===== src/hdl/assert_macros.svh =====
// Assertion helpers used by the RTL.
`ifndef ASSERT_MACROS_SVH
`define ASSERT_MACROS_SVH

// Same-cycle implication, held off during reset.
`define LRT_ASSERT_NOW(lbl, clk, rst_n, ante, cons, msg) \
	lbl: assert property (@(posedge clk) disable iff (!(rst_n)) (ante) |-> (cons)) \
		else $error(msg);

// Next-cycle implication, held off during reset.
`define LRT_ASSERT_NEXT(lbl, clk, rst_n, ante, cons, msg) \
	lbl: assert property (@(posedge clk) disable iff (!(rst_n)) (ante) |=> (cons)) \
		else $error(msg);

`endif


===== src/hdl/lrt_pkg.sv =====
`timescale 1ns / 1ps
package lrt_pkg;

	localparam int ADDR_W          = 32;
	localparam int LEN_W           = 6;
	localparam int IFACE_W         = 8;
	localparam int DEF_TABLE_DEPTH = 64;
	localparam int QUEUE_DEPTH     = 2;

	// Request action codes
	typedef enum logic [1:0] {
		ACT_INSERT = 2'd0,
		ACT_DELETE = 2'd1,
		ACT_LOOKUP = 2'd2,
		ACT_NOP    = 2'd3
	} action_e;

	// Classified operation kinds
	typedef enum logic [3:0] {
		OP_INSERT = 4'b0001,
		OP_DELETE = 4'b0010,
		OP_LOOKUP = 4'b0100,
		OP_NOP    = 4'b1000
	} op_kind_e;

	typedef struct packed {
		logic [1:0]         action;
		logic [ADDR_W-1:0]  address;
		logic [LEN_W-1:0]   prefix_len;
		logic [ADDR_W-1:0]  next_hop_in;
		logic [IFACE_W-1:0] interface_in;
	} req_t;

	typedef struct packed {
		logic               found;
		logic [ADDR_W-1:0]  next_hop_out;
		logic [IFACE_W-1:0] interface_out;
		logic               status;
	} rsp_t;

	typedef struct packed {
		op_kind_e           kind;
		logic [ADDR_W-1:0]  address;
		logic [LEN_W-1:0]   prefix_len;
		logic [ADDR_W-1:0]  next_hop;
		logic [IFACE_W-1:0] iface;
	} op_t;

	typedef struct packed {
		logic               valid;
		logic [ADDR_W-1:0]  prefix;
		logic [LEN_W-1:0]   length;
		logic [ADDR_W-1:0]  next_hop;
		logic [IFACE_W-1:0] iface;
	} entry_t;

	localparam int ENTRY_W = $bits(entry_t);

	// Network mask with the top len bits set; lengths above the address width saturate.
	function automatic logic [ADDR_W-1:0] prefix_mask(input logic [LEN_W-1:0] len);
		logic [ADDR_W-1:0] m;
		if (len == '0) begin
			m = '0;
		end else if (len >= LEN_W'(ADDR_W)) begin
			m = '1;
		end else begin
			m = ~({ADDR_W{1'b1}} >> len);
		end
		return m;
	endfunction

endpackage


===== src/hdl/lrt_queue.sv =====
`timescale 1ns / 1ps
module lrt_queue
	import lrt_pkg::*;
(
	input  logic clk,
	input  logic arst_n,
	input  logic in_valid,
	output logic in_stall,
	input  op_t  in_data,
	output logic out_valid,
	input  logic out_stall,
	output op_t  out_data
);

	localparam int QAW = (QUEUE_DEPTH > 1) ? $clog2(QUEUE_DEPTH) : 1;
	localparam int QCW = $clog2(QUEUE_DEPTH + 1);

	op_t            slot_q [QUEUE_DEPTH];
	logic [QAW-1:0] wr_ptr_q;
	logic [QAW-1:0] rd_ptr_q;
	logic [QCW-1:0] count_q;
	logic           push;
	logic           pop;

	assign in_stall  = (count_q == QCW'(QUEUE_DEPTH));
	assign out_valid = (count_q != '0);
	assign out_data  = slot_q[rd_ptr_q];
	assign push      = in_valid && !in_stall;
	assign pop       = out_valid && !out_stall;

	function automatic logic [QAW-1:0] ptr_next(input logic [QAW-1:0] p);
		return (p == QAW'(QUEUE_DEPTH - 1)) ? '0 : p + QAW'(1);
	endfunction

	always_ff @(posedge clk) begin
		if (push) begin
			slot_q[wr_ptr_q] <= in_data;
		end
	end

	always_ff @(posedge clk or negedge arst_n) begin
		if (!arst_n) begin
			wr_ptr_q <= '0;
			rd_ptr_q <= '0;
			count_q  <= '0;
		end else begin
			if (push) begin
				wr_ptr_q <= ptr_next(wr_ptr_q);
			end
			if (pop) begin
				rd_ptr_q <= ptr_next(rd_ptr_q);
			end
			if (push && !pop) begin
				count_q <= count_q + QCW'(1);
			end else if (pop && !push) begin
				count_q <= count_q - QCW'(1);
			end
		end
	end

endmodule


===== config.mk =====
export PLATFORM = sky130hd
export DESIGN_NAME = lrt_queue
export DESIGN_NICKNAME = d
export VERILOG_FILES = /design/src/hdl/assert_macros.svh /design/src/hdl/lrt_pkg.sv /design/src/hdl/lrt_queue.sv
export SDC_FILE = /design/constraint.sdc
export NUM_CORES = 1
export LEC_CHECK = 0
export BUFFER_PORTS_ARGS = -buffer_cell sky130_fd_sc_hd__buf_4
export CAP_MARGIN = 20
export CORE_MARGIN = 5
export CORE_UTILIZATION = 46
export DETAILED_ROUTE_END_ITERATION = 12
export PLACE_DENSITY = 0.83
export RECOVER_POWER = 25
export SLEW_MARGIN = 10
export SYNTH_ARGS = -nofsm -noshare
export SYNTH_HDL_FRONTEND = slang
export SYNTH_SLANG_ARGS = --single-unit

===== constraint.sdc =====
create_clock -name clk -period 10.7 [get_ports clk]
set_input_delay 1.605 -clock clk [delete_from_list [all_inputs] [get_ports clk]]
set_output_delay 1.605 -clock clk [all_outputs]
set_load 0.02 [all_outputs]

# Word level (Yosys, flattened, before mapping)
# Memories as Yosys holds them, arrays and structs flattened.
# Index checks and enable logic that the tools add are counted.
# Widths: inputs -> output; s select.
[word_totals]
register_bits = 4
ram_bits = 164
in_bits = 86
n_memories = 1
[memory_table]
columns = ["name", "words", "word_bits", "read_ports", "rd_ports_with_merged_regs", "write_ports", "line", "text"]
rows = [
  ["slot_q", 2, 82, 1, 0, 1, "lrt_queue.sv:18", "op_t slot_q [QUEUE_DEPTH];"],
]
[op_classes]
addsub = 4
n_eq_ne = 1
muxes = 6
reduce_logical = 10
[op_table]
columns = ["cell", "n"]
rows = [
  ["$logic_and 1x1->1", 4],
  ["$logic_not 1->1", 4],
  ["$mux 1", 4],
  ["$mux 2", 2],
  ["$reduce_bool 2->1", 2],
  ["$add 1x1->1 const B", 2],
  ["$add 2x1->2 const B", 1],
  ["$eq 2x2->1 const B", 1],
  ["$sub 2x1->2 const B", 1],
]

# Logic depth before layout (Yosys ltp)
[depth]
ltp_word = 7
depth_mapped = 7

# Worst setup path before layout
# Ideal clock, no wire load.
[synth_timing]
path_type = "input-to-reg"
startpoint = "input in_valid"
endpoint = "memory slot_q[0][0] in the netlist's numbering, enable pin"
setup_time_ps = 523
arrival_ps = 5113
slack_ps = 5064
path_stages = 2
path_buffers = 0
path_cell_list = "nand2_1 nor2_1"
[synth_via]
elab_chain_len = 3
[synth_rtl]
columns = ["element", "line", "text"]
rows = [
  ["start: declaration", "lrt_queue.sv:7", "input logic in_valid,"],
  ["$logic_and 1x1->1", "lrt_queue.sv:28", "assign push = in_valid && !in_stall;"],
  ["$mux 1", "lrt_queue.sv:36", "if (push) begin"],
  ["$mux 1 (not written as such)", "lrt_queue.sv:37", "slot_q[wr_ptr_q] <= in_data;"],
  ["end: declaration", "lrt_queue.sv:18", ""],
]
# Every way passes these cells.

==> results.sh <==
export IMPL_run_status="finished, final reports clean"
export IMPL_synth_area_um2=6470
export IMPL_intPower_mw=1.683
export IMPL_max_cap_violations=0
export IMPL_critical_path_class="reg2out"
export IMPL_required_ps=9100
export IMPL_antenna_found_initial=0
export IMPL_dpl_cell_count=617
export IMPL_netlist_instances=274
export IMPL_period_share_pct=39.88
export IMPL_crit_chain="buf_4, mux2_2, buf_4"
export IMPL_fin_util_pct=60.79
export IMPL_critPathCaptureType="output port"
export IMPL_tns_ps=0
export IMPL_slew_headroom_pct=44.79
export IMPL_syn_nets=361
export IMPL_clkPwrFrac_pct=24.1
export IMPL_grt_pass1_vias=3304
export IMPL_core_um2=13830
export IMPL_yosysUniqueCellTypes=17
export IMPL_worst_pin_slew_ps=828.1
export IMPL_first_pass_iters=4
export IMPL_portBuffers=169
export IMPL_first_iter_violations=160
export IMPL_start_util_pct=46.79
export IMPL_leakagePower_nw=3.308
export IMPL_cp_slowest_cell="dfrtp_4"
export IMPL_cp_start_kind="register"
export IMPL_cp_max_fo=47
export IMPL_worstPathArrival_ps=2660
export IMPL_power_density_nw_per_um2=289.8
export IMPL_cts_setup_buffers=0
export IMPL_pwr_share_comb_pct=35.9
export IMPL_setup_violations=0
export IMPL_rows=43
export IMPL_synth_seq_cells=168
export IMPL_vias=3120
export IMPL_rsz0062_at_grt="no"
export IMPL_synth_seq_area_share_pct=77.66
export IMPL_clockBufferDepth=2
export IMPL_dieWidth_um=128.6
export IMPL_skew_ps=6.154
export IMPL_die_area_um2=16540
export IMPL_ir_drop_uv=189.0
export IMPL_grt_first_pass_wirelength_um=17110
export IMPL_ctsResizeCount=0
export IMPL_die_h_um=128.6
export IMPL_crit_top_cell="buf_4"
export IMPL_power_mw=2.436
export IMPL_postCtsHoldBufs=0
export IMPL_p_sw_mw=0.7535
export IMPL_seqPwrFrac_pct=40.0
export IMPL_htree_levels=4
export IMPL_layout_drive_gt1_share_pct=58.94
export IMPL_timing_final_crit_period_ps=4267
export IMPL_antenna_left=0
export IMPL_num_io_pins=170
export IMPL_nNetsFinal=544
export IMPL_wire_per_inst_um=17.58
export IMPL_viasPerCell=4.800
export IMPL_grt_max_degree=83
export IMPL_clockRootBuffer="clkbuf_16"
export IMPL_syn2layout_area_growth_pct=29.92
export IMPL_cpPeakStageDelay_ps=850
export IMPL_swShare_pct=30.93
export IMPL_routed_wl_um=11420
export IMPL_ys_warn_count=0
export IMPL_fmax_ghz=0.2344
export IMPL_place_hpwl_um=7873
export IMPL_drc=0
export IMPL_drv_slew=0
export IMPL_globalRouteOverflowTotal=0
export IMPL_antennaDiodeCount=0
export IMPL_cts_tree="built"
export IMPL_instances_no_fill=650
export IMPL_clk_pin_slew_ps=60
export IMPL_place_congestion=0.6994
export IMPL_grt_util_all_layers_pct=13.98
export IMPL_hold_viol=0
export IMPL_hold_class="reg2reg"
export IMPL_avgSynthCellArea_um2=23.61
export IMPL_numCtsBuffers=17
export IMPL_clk_latency_ps=420
export IMPL_clkSinkCount=168
sequential cells by signal (all words and copies together), names as in the netlist:
name,cells
rd_ptr_q,1
count_q,2
slot_q,164
wr_ptr_q,1
final timing paths:
| kind | startpoint | to | slack (ps) | cells after the start |
|---|---|---|---|---|
| hold / removal | count_q[1]$_DFFE_PN0P_ | count_q[1]$_DFFE_PN0P_ | 510 | 1 |
| max in group asynchronous | arst_n | rd_ptr_q$_DFFE_PN0P_ | 9480 | 1 |
| min in group asynchronous | arst_n | count_q[0]$_DFFE_PN0P_ | 1010 | 1 |
| setup / recovery | rd_ptr_q$_DFFE_PN0P_ | out_data[65] | 6430 | 3 |
| setup reg to reg | count_q[0]$_DFFE_PN0P_ | slot_q[0][66]$_DFFE_PP_ | 8570 | 4 |
| hold reg to reg | count_q[1]$_DFFE_PN0P_ | count_q[1]$_DFFE_PN0P_ | 510 | 1 |
power by group through the flow:
| stage | Clock [mW] | Sequential [mW] | Combinational (mW) |
|---|---|---|---|
| 6_report | 0.587 | 0.975 | 0.874 |
| 3_5_place_dp | 0 | 0.995 | 0.882 |
| 2_1_floorplan | 0 | 0.956 | 0.654 |
| 5_1_grt | 0.633 | 0.991 | 0.924 |
| 3_3_place_gp | 0 | 0.983 | 0.871 |
| 4_1_cts | 0.600 | 0.982 | 0.885 |
synth_stat cells, drive strengths merged:
master | number | share of area, %
mux2 | 82 | 18
nand2 | 1 | 0.058
dfrtp | 4 | 1.5
or2 | 1 | 0.097
buf | 9 | 2.4
nor2 | 2 | 0.12
edfxtp | 164 | 76
xnor2 | 3 | 0.41
inv | 2 | 0.12
xor2 | 2 | 0.27
nand2b | 2 | 0.23
ha | 1 | 0.19
and3 | 1 | 0.097
routing by layer:
metal / part of all wire (%) / global-route usage [%]
met5: 0 / 0
met4: 1.3 / 4.632
met3: 9.2 / 6.559
met2: 52 / 23.41
met1: 37 / 15.93
kinds of logic after synthesis:
| family | Yosys count | share of synthesized area (%) |
|---|---|---|
| xor+xnor | 5 | 0.6770 |
| fa+ha+maj | 1 | 0.1934 |
| flops | 168 | 77.66 |
| mux | 82 | 18.33 |
| simple gates | 7 | 0.5997 |
| buf+inv | 11 | 2.533 |
area by class of cell:
cell class,count,area [um^2]
fill,1013,5421
sequential,168,5029
multi-input combinational,95,1294
timing repair buffer,173,1274
clock buffer,17,425.4
tap,180,225.2
clock inverter,15,151.4
inverter,2,7.507
layout by cell type, fill, tap and decap left out, types with 2 or more instances in the layout:
master,Yosys,routed
xor2_1,2,2
bufinv_16,0,2
clkbuf_1,0,12
buf_4,0,118
mux2_4,70,70
dfrtp_1,4,3
clkbuf_4,0,42
xnor2_1,3,3
edfxtp_1,164,164
clkinvlp_4,0,3
inv_6,0,3
clkbuf_16,0,17
inv_1,2,2
mux2_2,12,12
clkinv_4,0,3
clkinv_1,0,3
worst max-delay path, delay by kind of cell (launching register included):
| kind | cells | cell delay, ps |
|---|---|---|
| buf+inv | 2 | 930 |
| flops | 1 | 850 |
| mux | 1 | 420 |
metrics by stage:
step	instance area [um^2]	setup slack (ps)	hold WS, ps
floorplan	6470	5064	455.9
global placement	7846	6873	473.0
detailed placement	7846	6848	500.4
CTS	8423	6391	513.7
global route	8406	6307	541.4
finish	8406	6433	508.2
(Power assumes the default switching activity.)
