### src/hdl/assert_macros.svh
// Assertion helpers used by the RTL.
`ifndef ASSERT_MACROS_SVH
`define ASSERT_MACROS_SVH

// Same-cycle implication, held off during reset.
`define LRT_ASSERT_NOW(lbl, clk, rst_n, ante, cons, msg) \
	lbl: assert property (@(posedge clk) disable iff (!(rst_n)) (ante) |-> (cons)) \
		else $error(msg);

// Next-cycle implication, held off during reset.
`define LRT_ASSERT_NEXT(lbl, clk, rst_n, ante, cons, msg) \
	lbl: assert property (@(posedge clk) disable iff (!(rst_n)) (ante) |=> (cons)) \
		else $error(msg);

`endif

### src/hdl/lrt_pkg.sv
`timescale 1ns / 1ps
package lrt_pkg;

	localparam int ADDR_W          = 32;
	localparam int LEN_W           = 6;
	localparam int IFACE_W         = 8;
	localparam int DEF_TABLE_DEPTH = 64;
	localparam int QUEUE_DEPTH     = 2;

	// Request action codes
	typedef enum logic [1:0] {
		ACT_INSERT = 2'd0,
		ACT_DELETE = 2'd1,
		ACT_LOOKUP = 2'd2,
		ACT_NOP    = 2'd3
	} action_e;

	// Classified operation kinds
	typedef enum logic [3:0] {
		OP_INSERT = 4'b0001,
		OP_DELETE = 4'b0010,
		OP_LOOKUP = 4'b0100,
		OP_NOP    = 4'b1000
	} op_kind_e;

	typedef struct packed {
		logic [1:0]         action;
		logic [ADDR_W-1:0]  address;
		logic [LEN_W-1:0]   prefix_len;
		logic [ADDR_W-1:0]  next_hop_in;
		logic [IFACE_W-1:0] interface_in;
	} req_t;

	typedef struct packed {
		logic               found;
		logic [ADDR_W-1:0]  next_hop_out;
		logic [IFACE_W-1:0] interface_out;
		logic               status;
	} rsp_t;

	typedef struct packed {
		op_kind_e           kind;
		logic [ADDR_W-1:0]  address;
		logic [LEN_W-1:0]   prefix_len;
		logic [ADDR_W-1:0]  next_hop;
		logic [IFACE_W-1:0] iface;
	} op_t;

	typedef struct packed {
		logic               valid;
		logic [ADDR_W-1:0]  prefix;
		logic [LEN_W-1:0]   length;
		logic [ADDR_W-1:0]  next_hop;
		logic [IFACE_W-1:0] iface;
	} entry_t;

	localparam int ENTRY_W = $bits(entry_t);

	// Network mask with the top len bits set; lengths above the address width saturate.
	function automatic logic [ADDR_W-1:0] prefix_mask(input logic [LEN_W-1:0] len);
		logic [ADDR_W-1:0] m;
		if (len == '0) begin
			m = '0;
		end else if (len >= LEN_W'(ADDR_W)) begin
			m = '1;
		end else begin
			m = ~({ADDR_W{1'b1}} >> len);
		end
		return m;
	endfunction

endpackage

### src/hdl/lrt_front.sv
`timescale 1ns / 1ps
module lrt_front
	import lrt_pkg::*;
(
	input  logic clk,
	input  logic arst_n,
	input  logic hold,
	input  logic req_valid,
	output logic req_stall,
	input  req_t req,
	output logic op_valid,
	input  logic op_stall,
	output op_t  op
);

	logic     vld_s1;
	op_t      op_s1;
	op_kind_e kind;
	logic     take;

	always_comb begin
		case (action_e'(req.action))
			ACT_INSERT: kind = OP_INSERT;
			ACT_DELETE: kind = OP_DELETE;
			ACT_LOOKUP: kind = OP_LOOKUP;
			default:    kind = OP_NOP;
		endcase
	end

	assign req_stall = hold || (vld_s1 && op_stall);
	assign take      = req_valid && !req_stall;
	assign op_valid  = vld_s1;
	assign op        = op_s1;

	always_ff @(posedge clk) begin
		if (take) begin
			op_s1.kind       <= kind;
			op_s1.address    <= req.address;
			op_s1.prefix_len <= req.prefix_len;
			op_s1.next_hop   <= req.next_hop_in;
			op_s1.iface      <= req.interface_in;
		end
	end

	always_ff @(posedge clk or negedge arst_n) begin
		if (!arst_n) begin
			vld_s1 <= 1'b0;
		end else if (take) begin
			vld_s1 <= 1'b1;
		end else if (vld_s1 && !op_stall) begin
			vld_s1 <= 1'b0;
		end
	end

endmodule

### config.mk
export PLATFORM = sky130hd
export DESIGN_NAME = lrt_front
export DESIGN_NICKNAME = d
export VERILOG_FILES = /design/src/hdl/assert_macros.svh /design/src/hdl/lrt_pkg.sv /design/src/hdl/lrt_front.sv
export SDC_FILE = /design/constraint.sdc
export NUM_CORES = 1
export LEC_CHECK = 0
export BUFFER_PORTS_ARGS = -buffer_cell sky130_fd_sc_hd__buf_2
export CAP_MARGIN = 20
export CORE_MARGIN = 4
export CORE_UTILIZATION = 41
export CTS_CLUSTER_DIAMETER = 60
export DETAILED_ROUTE_END_ITERATION = 8
export HOLD_SLACK_MARGIN = 0.12
export PLACE_DENSITY = 0.81
export SYNTH_ARGS = -nofsm -noshare
export SYNTH_HDL_FRONTEND = slang
export SYNTH_SLANG_ARGS = --single-unit
### constraint.sdc
create_clock -name clk -period 6.7 [get_ports clk]
set_input_delay 1.005 -clock clk [delete_from_list [all_inputs] [get_ports clk]]
set_output_delay 1.005 -clock clk [all_outputs]
set_load 0.1 [all_outputs]
* Word level (Yosys, flattened, before mapping)
Index checks and enable logic that the tools add are counted.
Operators by class: equal/unequal tests 2, multiplexer cells 3, reduce and logical (&&, ||, !) cells 8
Operators with widths (number):
- one-hot mux 4 bit (3 select lines) | 1
- logical AND 1 bit | 3
- equality test 2 x 1 -> 1 bit, second input constant | 1
- equality test 2 bit, second input constant | 1
- zero test 1 bit | 2
- zero test 2 bit | 1
- two-way mux 1 bit | 2
- nonzero test 2 bit | 1
- logical OR 1 bit | 1
Word-level totals: flip-flop bits (word level) 83, input port bits 85, output and inout bits 84, logic and storage cells 19

* Logic depth before layout (Yosys ltp)
Gate-level depths: netlist of the first run.
depth after elaboration 5, mapped depth 2, mapped depth without buffers 2

* Worst setup path before layout of the first run
No wires, ideal clock.
path kind input to register, start input port hold, end register op_s1 (netlist bit op[0]), enable pin, library setup time 0.549 ns, data arrival time 5.111 ns, required time 6.151 ns, path slack 1.040 ns, stages on the path 2, path buffers 0, cells stage by stage nand2b_4 a21oi_1
Between the ends: word-level cells in the longest chain between the ends 3
Ends and longest elaborated chain:
- start: declaration | line lrt_front.sv:7 | input logic hold,
- logical OR 1 bit | line lrt_front.sv:30 | assign req_stall = hold || (vld_s1 && op_stall);
- zero test 1 bit | line lrt_front.sv:31 | assign take = req_valid && !req_stall;
- logical AND 1 bit | line lrt_front.sv:31
- via take | line lrt_front.sv:19 | logic take;
- end: declaration | line lrt_front.sv:17 | op_t op_s1;
The timed path passes the listed nets, and every way through them passes these cells. A chain may end at the register's enable or synchronous reset.

* Worst setup path after layout of the first run
start input port op_stall, end output port req_stall
Between the ends: word-level cells in the longest chain between the ends 2
Ends and longest elaborated chain:
- start: declaration | line lrt_front.sv:12 | input logic op_stall,
- logical AND 1 bit | line lrt_front.sv:30
- logical OR 1 bit | line lrt_front.sv:30
- end: declaration | line lrt_front.sv:9 | output logic req_stall,
Every way passes these cells.

==> impl_metrics.py, run 1 <==
metrics = {
    "outcome": {
        "status": "completed",
    },
    "logic_synthesis": {
        "ys_types": 10,
        "syn-cell-area_um2": 2550,
        "synthTopCellsByCount": "edfxtp_1, nand2_1",
        "synth.avg_cell_area_um2": 27.7,
        "ys_seq_elements": 83,
        "yosysTopAreaCell": "edfxtp_1",
        "synth-async-reset-ratio_pct": 1.20,
        "yosysSeqAreaShare_pct": 97.7,
        "synth_top_area_share_pct": 96.7,
        "yosys_warnings": 0,
        "synth_ff_type": "edfxtp_1",
        "synth_cells": 92,
        "synth.most_common_cell": "edfxtp_1",
        "syn_nets": 177,
        "synth-edff-count": 82,
        "synthTopCellsByArea": "edfxtp_1, dfrtp_1, nand2b_4, and2b_2, and2_2",
    },
    "hold_path": {
        "hp-class": "input pin to asynchronous set/reset pin",
    },
    "power_and_ir_drop": {
        "power_uw": 1230,
        "total_leakage_power_uw": 0.00160,
        "power_density_nw_per_um2": 329,
        "peakVddDrop_uv": 219,
    },
    "clocking": {
        "cts_repair_resize_count": 0,
        "insertion_delay_ns": 0.34,
        "numCtsBuffers": 9,
        "ctsHoldBuffers": 0,
        "clockBufferDepth": 2,
        "cts_tree": "built",
        "cts.sink_count": 83,
        "post_cts.repair.setup_buffers": 0,
        "cts_root_buf": "clkbuf_8",
        "htreeDepth": 3,
        "clk_pin_slew_ns": 0.08,
    },
    "routing": {
        "wire_per_inst_um": 16.1,
        "dr.pass1.iters": 3,
        "viasPerCell": 4.36,
        "drc_errors": 0,
        "final_antenna_net_count": 0,
        "drt-initial-drc-count": 44,
        "wl_um": 5680,
        "num_vias": 1536,
    },
    "floorplanning": {
        "core_region_area_um2": 5990,
        "io_pins": 169,
        "dieArea_um2": 7540,
        "num_rows": 28,
        "initial_utilization_pct": 42.5,
        "die_h_um": 86.8,
        "die_w_um": 86.8,
    },
    "grt": {
        "grt_max_degree": 83,
        "grt_pass1_wl_um": 8020,
        "antenna_found_initial": 0,
        "use_met3_pct": 10.7,
        "top_usage_layer": "met2",
        "met2_usage_pct": 25.5,
        "grt_use_met1_pct": 13.8,
        "grt_pass1_vias": 1628,
        "grt_overflow": 0,
        "grtUsageTotal_pct": 15.1,
    },
    "timing": {
        "slew_headroom_pct": 34.1,
        "finalHoldViolations": 0,
        "setup_viol": 0,
        "fin_setup_tns_ns": 0,
        "skew_ns": 0.00976,
        "drv_slew": 0,
        "clock.fmax_mhz": 371,
        "fin_crit_sh_pct": 40.3,
        "worstMarginPinSlew_ns": 0.988,
        "period_needed_ns": 2.70,
        "rsz0062_at_grt": "no",
    },
    "run": {
        "cap_violations": 0,
    },
    "layout": {
        "n_antenna_cell": 0,
        "drive_gt1_share_pct": 67.9,
        "nets": 357,
        "syn_to_final_growth_pct": 46.9,
    },
    "placement": {
        "place_congestion": 0.801,
        "io_buffers": 168,
        "dp_hpwl_um": 4380,
    },
    "critical_path": {
        "r2r_start": "op_valid",
        "start_kind": "input pin",
        "cp.required_ns": 5.69,
        "path_class": "input pin to primary output",
        "worstSetupEndpointType": "primary output",
        "crit_fanout": 2,
        "startpoint": "op_stall",
        "cp.arrival_ns": 1.69,
    },
}
## layout by cell type (no fill, tap or decap)
cell and instances:
bufinv_16 3, and2_2 1, nor2_1 1, buf_4 1, clkbuf_8 9, nand2b_4 1
edfxtp_1 82, clkinv_2 1, a21oi_4 1, and2b_2 1, nand2b_1 1, clkinv_4 2
nand2_1 2, buf_2 168, clkinv_1 1, nor2b_1 1, dfrtp_1 1
## final timing paths
path	end	slack, ns	cells past startpoint
setup / recovery	req_stall	4.00	4
hold / removal	op_valid	0.42	1
setup reg to reg	op[50]	4.92	2
hold reg to reg	op_valid	0.60	2
max in group asynchronous	op_valid	6.20	1
min in group clk	op_valid	0.60	2
## per-stage QoR
step | hold WS (ns) | cell area (um2) | cells | utilization [%] | worst slack (ns)
2_1_floorplan | 0.709 | 2550 | 92 | - | 1.04
4_1_cts | 0.400 | 3740 | 352 | 62.4 | 3.99
6_report | 0.420 | 3740 | 352 | 62.4 | 4.00
3_3_place_gp | 0.563 | 3500 | 336 | 58.4 | 4.03
3_5_place_dp | 0.577 | 3500 | 336 | 58.4 | 3.99
5_1_grt | 0.389 | 3740 | 352 | 62.4 | 3.97
## cell type report
type / instances / area (um2)
sequential: 83 / 2490
timing repair buffer: 169 / 848
fill: 438 / 2250
multi-input combinational: 9 / 70.1
clock buffer: 9 / 124
tap: 75 / 93.8
clock inverter: 7 / 116
## metal layers
metal | part of all wire (%) | up-vias
met5 | 0 | -
met4 | 1.2 | 0
met3 | 15 | 8
met2 | 52 | 101
met1 | 31 | 703
li1 | - | 724
## critical path: stages
cell	delay [ns]
buf_2	0.11
nand2_1	0.07
nand2b_1	0.08
buf_2	0.43
## report_power, final
group	switching, uW	total [uW]	internal [uW]
logic	178	211	32.4
clock network	169	416	247
registers	5.19	603	597
## sequential cells by signal, summed over array words and instances (netlist names)
signal    flops
op           82
op_valid      1
## cells by family after synthesis
kind of cell / after synthesis / synth area share (%)
AO/OA/AOI/OAI: 1 / 0.196
AND/OR/NAND/NOR: 8 / 2.11
flip-flops: 83 / 97.7
(Power assumes the default switching activity.)
==> run 2: changes to the inputs <==
--- a/config.mk
+++ b/config.mk
@@ -5,14 +5,15 @@
 export SDC_FILE = /design/constraint.sdc
 export NUM_CORES = 1
 export LEC_CHECK = 0
+export ABC_AREA = 1
 export BUFFER_PORTS_ARGS = -buffer_cell sky130_fd_sc_hd__buf_2
 export CAP_MARGIN = 20
 export CORE_MARGIN = 4
-export CORE_UTILIZATION = 41
+export CORE_UTILIZATION = 37
 export CTS_CLUSTER_DIAMETER = 60
 export DETAILED_ROUTE_END_ITERATION = 8
 export HOLD_SLACK_MARGIN = 0.12
-export PLACE_DENSITY = 0.81
+export PLACE_DENSITY = 0.77
 export SYNTH_ARGS = -nofsm -noshare
 export SYNTH_HDL_FRONTEND = slang
 export SYNTH_SLANG_ARGS = --single-unit
==> constraint.sdc (replaced) <==
create_clock -name clk -period 2.2 [get_ports clk]
set_input_delay 0.33 -clock clk [delete_from_list [all_inputs] [get_ports clk]]
set_output_delay 0.33 -clock clk [all_outputs]
set_load 0.1 [all_outputs]
==> run 2 against run 1 <==
Synthesized cell count up 4.3%. Critical path depth down 1. Synthesized area about the same. Wire length up 2.3%. Global-route usage down 1.3 points. Via count up 3.5%. Critical path type is now flip-flop to primary output.
==> impl_metrics.py, run 2 <==
metrics = {
    "floorplanning": {
        "num_rows": 29,
        "initial_utilization_pct": 39.2,
        "io_pins": 169,
        "core_region_area_um2": 6490,
        "die_h_um": 90.9,
        "die_w_um": 90.9,
        "dieArea_um2": 8270,
    },
    "critical_path": {
        "r2r_setup_slack_ns": 0.70,
        "r2r_cells": 4,
        "cp.arrival_ns": 1.31,
        "worst_r2r_endpoint": "op[50]",
        "crit_fanout": 2,
        "cp.required_ns": 1.87,
        "startpoint": "op_valid",
        "worstSetupEndpointType": "primary output",
        "start_kind": "flip-flop",
        "r2r_start": "op_valid",
        "path_class": "flip-flop to primary output",
    },
    "layout": {
        "syn_to_final_growth_pct": 46.4,
        "seq_area_um2": 2490,
        "n_antenna_cell": 0,
        "utilization_pct": 57.4,
        "fin_area_um2": 3730,
        "final_common_cell": "buf_2",
        "largest_reg_flops": 82,
        "nets": 362,
        "most-common-layout-cells": "buf_2, edfxtp_1, clkbuf_8",
        "fill_cells": 498,
        "multi_input_area_um2": 62.6,
        "drive_gt1_share_pct": 66.0,
    },
    "routing": {
        "num_vias": 1589,
        "drc_errors": 0,
        "viasPerCell": 4.43,
        "wire_per_inst_um": 16.2,
        "dr.pass1.iters": 4,
        "final_antenna_net_count": 0,
        "wl_um": 5810,
        "drt-initial-drc-count": 50,
    },
    "grt": {
        "antenna_found_initial": 0,
        "grt_pass1_wl_um": 8640,
        "grt_pass1_vias": 1651,
        "grt_overflow": 0,
        "grt_max_degree": 83,
        "grtUsageTotal_pct": 13.8,
    },
    "clocking": {
        "ctsHoldBuffers": 1,
        "clk_pin_slew_ns": 0.08,
        "cts_tree": "built",
        "cts_root_buf": "clkbuf_8",
        "numCtsBuffers": 9,
        "clockBufferDepth": 2,
        "htreeDepth": 3,
        "cts.sink_count": 83,
        "cts_repair_resize_count": 0,
        "insertion_delay_ns": 0.34,
        "post_cts.repair.setup_buffers": 0,
    },
    "logic_synthesis": {
        "synth_cells": 96,
        "syn-cell-area_um2": 2540,
        "yosys_warnings": 0,
        "synthTopCellsByCount": "edfxtp_1, inv_1, nor2_1, nand2_2",
        "synth-async-reset-ratio_pct": 1.20,
        "syn_nets": 181,
        "yosysSeqAreaShare_pct": 97.7,
        "ys_types": 8,
        "ys_seq_elements": 83,
        "synth_top_area_share_pct": 96.8,
        "synth.most_common_cell": "edfxtp_1",
        "synth_ff_type": "edfxtp_1",
        "synth.avg_cell_area_um2": 26.5,
        "synthTopCellsByArea": "edfxtp_1, dfrtp_1, inv_1, nand2_2, nor2_1",
        "yosysTopAreaCell": "edfxtp_1",
        "synth-edff-count": 82,
    },
    "timing": {
        "skew_ns": 0.00458,
        "period_needed_ns": 1.64,
        "drv_slew": 0,
        "rsz0062_at_grt": "no",
        "setup_viol": 0,
        "clock.fmax_mhz": 608,
        "worstMarginPinSlew_ns": 0.507,
        "slew_headroom_pct": 66.4,
        "fin_hold_ws_ns": 0.161,
        "postLayoutSetupSlackWorst_ns": 0.555,
        "fin_crit_sh_pct": 74.8,
        "finalHoldViolations": 0,
    },
    "power_and_ir_drop": {
        "power_uw": 3510,
        "peakVddDrop_uv": 479,
        "total_leakage_power_uw": 0.00160,
        "power_density_nw_per_um2": 943,
    },
    "run": {
        "cap_violations": 0,
    },
    "placement": {
        "placed_area_um2": 3530,
        "place_congestion": 0.674,
        "preCtsSetupSlack_ns": 0.691,
        "io_buffers": 168,
    },
    "hold_path": {
        "holdPathStages": 1,
        "hp-class": "input pin to flip-flop",
        "hold_path_startpoint": "req[2]",
        "hold_end": "op[2]",
    },
    "outcome": {
        "status": "completed",
    },
}
run 2: per-layer routing:
metal	part of all wire [%]	GRT usage, %	routed length (um)
met3	12	5.62	714
met2	48	22.7	2810
met1	37	15.6	2180
met4	1.8	6.78	106
met5	0	0	0
run 2: kinds of logic after synthesis:
group,count (synthesis),share of synthesized area (%)
AO/OA/AOI/OAI,1,0.196
buffers and inverters,5,0.738
flip-flops,83,97.7
AND/OR/NAND/NOR,7,1.33
run 2: worst max-delay path by stage:
stage               cells past startpoint  slack (ns)        end
floorplan                               3       -0.39      op[0]
global placement                        5        0.72     op[75]
detailed placement                      5        0.69     op[25]
CTS                                     3        0.52  req_stall
global route                            3        0.50  req_stall
finish                                  3        0.56  req_stall
run 2: where the power goes:
| part | switching (uW) | total [uW] | leakage, uW | internal [uW] |
|---|---|---|---|---|
| logic | 550 | 653 | 0.000729 | 103 |
| registers | 15.3 | 1830 | 0.000775 | 1820 |
| clock network | 501 | 1030 | 0.0000906 | 526 |
| total | 1070 | 3510 | 0.00160 | 2450 |
run 2: final cells by class:
class | count | share of cell area (%)
clock buffers | 12 | 3.63
clock inverters | 4 | 1.38
inverters | 5 | 0.504
multi-input cells | 8 | 1.68
flip-flops and latches | 83 | 66.9
well taps | 77 | 2.59
repair buffers | 170 | 23.4
run 2: critical path, stage by stage, from the launching register on:
cell and delay, ns:
dfrtp_4 0.42, nand2_4 0.07, nand2_8 0.07, buf_2 0.42
run 2: per-stage QoR:
step                TNS [ns]  std cells
detailed placement         0        342
global placement           0        342
finish                     0        359
floorplan             -31.63         96
global route               0        359
CTS                        0        359
==> run 3: changes to the inputs <==
--- a/config.mk
+++ b/config.mk
@@ -9,11 +9,11 @@
 export BUFFER_PORTS_ARGS = -buffer_cell sky130_fd_sc_hd__buf_2
 export CAP_MARGIN = 20
 export CORE_MARGIN = 4
-export CORE_UTILIZATION = 37
+export CORE_UTILIZATION = 41
 export CTS_CLUSTER_DIAMETER = 60
 export DETAILED_ROUTE_END_ITERATION = 8
 export HOLD_SLACK_MARGIN = 0.12
-export PLACE_DENSITY = 0.77
+export PLACE_DENSITY = 0.81
 export SYNTH_ARGS = -nofsm -noshare
 export SYNTH_HDL_FRONTEND = slang
 export SYNTH_SLANG_ARGS = --single-unit
==> constraint.sdc (replaced) <==
create_clock -name clk -period 1.6 [get_ports clk]
set_input_delay 0.24 -clock clk [delete_from_list [all_inputs] [get_ports clk]]
set_output_delay 0.24 -clock clk [all_outputs]
set_load 0.1 [all_outputs]
==> run 3 against run 2 <==
Count of clock-buffer cells in the layout is 3 lower. Core utilization grew 20 points. Via count up 19%. First-iteration DRC count grew 10%. Combinational power up 64%. Global-route usage increased by 5.2 points. Clock skew rose by 0.00078 ns. Non-clock buffer count rose by 81. Largest power group unchanged. Highest routed layer unchanged.
==> impl_metrics.py, run 3 (same netlist as run 2, synthesis figures left out) <==
metrics = {
    "layout": {
        "nets": 443,
        "most-common-layout-cells": "buf_2, edfxtp_1, dlygate4sd3_1",
        "n_antenna_cell": 0,
        "drive_gt1_share_pct": 52.3,
        "utilization_pct": 77.4,
        "largest_reg_flops": 82,
        "syn_to_final_growth_pct": 81.2,
        "fill_cells": 363,
        "final_common_cell": "buf_2",
    },
    "clocking": {
        "numCtsBuffers": 9,
        "htreeDepth": 3,
        "cts.sink_count": 83,
        "cts_root_buf": "clkbuf_8",
        "clockBufferDepth": 2,
        "post_cts.repair.setup_buffers": 0,
        "insertion_delay_ns": 0.34,
        "clk_pin_slew_ns": 0.08,
        "cts_tree": "built",
    },
    "critical_path": {
        "path_cells": "nand2_4 -> nand2_8 -> clkbuf_4",
        "start_kind": "flip-flop",
        "worst_r2r_endpoint": "op[2]",
        "r2r_start": "op_valid",
        "crit_fanout": 2,
        "worstSetupEndpointType": "primary output",
        "cp_slowest_cell": "dfrtp_4",
        "path_class": "flip-flop to primary output",
        "cp.required_ns": 1.36,
        "cp.arrival_ns": 1.26,
        "r2r_setup_slack_ns": 0.20,
        "slowest_delay_ns": 0.49,
        "r2r_cells": 4,
    },
    "routing": {
        "dr.pass1.iters": 5,
        "final_antenna_net_count": 0,
        "wire_per_inst_um": 15.9,
        "num_vias": 1890,
        "drc_errors": 0,
        "drt-initial-drc-count": 55,
        "wl_um": 6990,
        "viasPerCell": 4.32,
    },
    "timing": {
        "drv_slew": 0,
        "skew_ns": 0.00536,
        "clock.fmax_mhz": 667,
        "finalHoldViolations": 0,
        "period_needed_ns": 1.50,
        "worstMarginPinSlew_ns": 0.520,
        "slew_headroom_pct": 65.6,
        "setup_viol": 0,
        "fin_crit_sh_pct": 93.7,
        "rsz0062_at_grt": "no",
        "fin_hold_ws_ns": 0.197,
    },
    "floorplanning": {
        "num_rows": 28,
        "initial_utilization_pct": 42.7,
        "core_region_area_um2": 5960,
        "die_w_um": 86.8,
        "io_pins": 169,
        "dieArea_um2": 7530,
        "die_h_um": 86.8,
    },
    "grt": {
        "grtUsageTotal_pct": 19.0,
        "grt_pass1_vias": 2039,
        "grt_overflow": 0,
        "grt_pass1_wl_um": 10300,
        "antenna_found_initial": 0,
        "grt_max_degree": 32,
    },
    "power_and_ir_drop": {
        "power_frac_seq_pct": 47.1,
        "internal-power_uw": 3810,
        "peakVddDrop_uv": 793,
        "power_uw": 5350,
        "total_leakage_power_uw": 0.00196,
        "clkPwrFrac_pct": 32.9,
        "p_switching_uw": 1540,
        "power_frac_comb_pct": 20.0,
        "power_density_nw_per_um2": 1160,
        "netSwitchingFraction_pct": 28.8,
    },
    "outcome": {
        "status": "completed",
    },
    "placement": {
        "dp_hpwl_um": 4370,
        "io_buffers": 168,
        "place_congestion": 0.715,
    },
    "run": {
        "cap_violations": 0,
    },
    "hold_path": {
        "hp-class": "input pin to asynchronous set/reset pin",
    },
}
run 3: cell types whose count changed in the layout (fill, tap and decap cells not counted), sizes merged:
cell	previous run	this run
buf	169	170
bufinv	1	3
clkinvlp	1	3
clkinv	2	1
clkbuf	12	10
dlygate4sd3	1	80
run 3: worst max-delay path by stage:
stage | startpoint | endpoint | cells after the start
floorplan | op_valid | op[0] | 3
global placement | op_valid | op[2] | 4
detailed placement | op_valid | op[40] | 4
CTS | op_valid | req_stall | 3
global route | op_valid | req_stall | 3
finish | op_valid | req_stall | 3
run 3: repair_timing:
item | CTS | global route
endpoints found under the hold margin | 80 | 0
gates resized for setup | 0 | 1
setup endpoints to repair | 0 | 1
hold buffers | 80 | 0
run 3: area by class of cell:
class / count / area (um2) / share of cell area [%]
flip-flops and latches: 83 / 2490 / 54.0
repair buffers: 251 / 1700 / 37.0
clock buffers: 9 / 124 / 2.69
clock inverters: 7 / 116 / 2.52
well taps: 75 / 93.8 / 2.04
multi-input cells: 8 / 62.6 / 1.36
inverters: 5 / 18.8 / 0.407
run 3: routing by layer:
metal | vias up | share of wire (%) | track usage (%)
li1 | 895 | - | -
met1 | 861 | 36 | 20.3
met2 | 117 | 51 | 31.9
met3 | 17 | 11 | 9.60
met4 | 0 | 2.0 | 7.65
met5 | - | 0 | 0
run 3: power groups by stage:
stage / sequential, uW / combinational, uW / clock (uW)
finish: 2520 / 1070 / 1760
global route: 2530 / 1110 / 1930
CTS: 2520 / 1070 / 1790
detailed placement: 2570 / 912 / 0
global placement: 2570 / 900 / 0
floorplan: 3210 / 62.9 / 0
run 3: through the flow:
step	worst slack (ns)	TNS, ns	instances	instance area [um2]
2_1_floorplan	-0.986	-80.83	96	2570
3_3_place_gp	0.236	0	342	3570
3_5_place_dp	0.214	0	342	3570
4_1_cts	0.0150	0	438	4610
5_1_grt	0.0442	0	438	4610
6_report	0.101	0	438	4610
run 3: worst max-delay path, delay by kind of cell, from the launching register on:
family                 cells  cell delay (ns)
flip-flops                 1             0.49
AND/OR/NAND/NOR            2             0.15
buffers and inverters      1             0.28
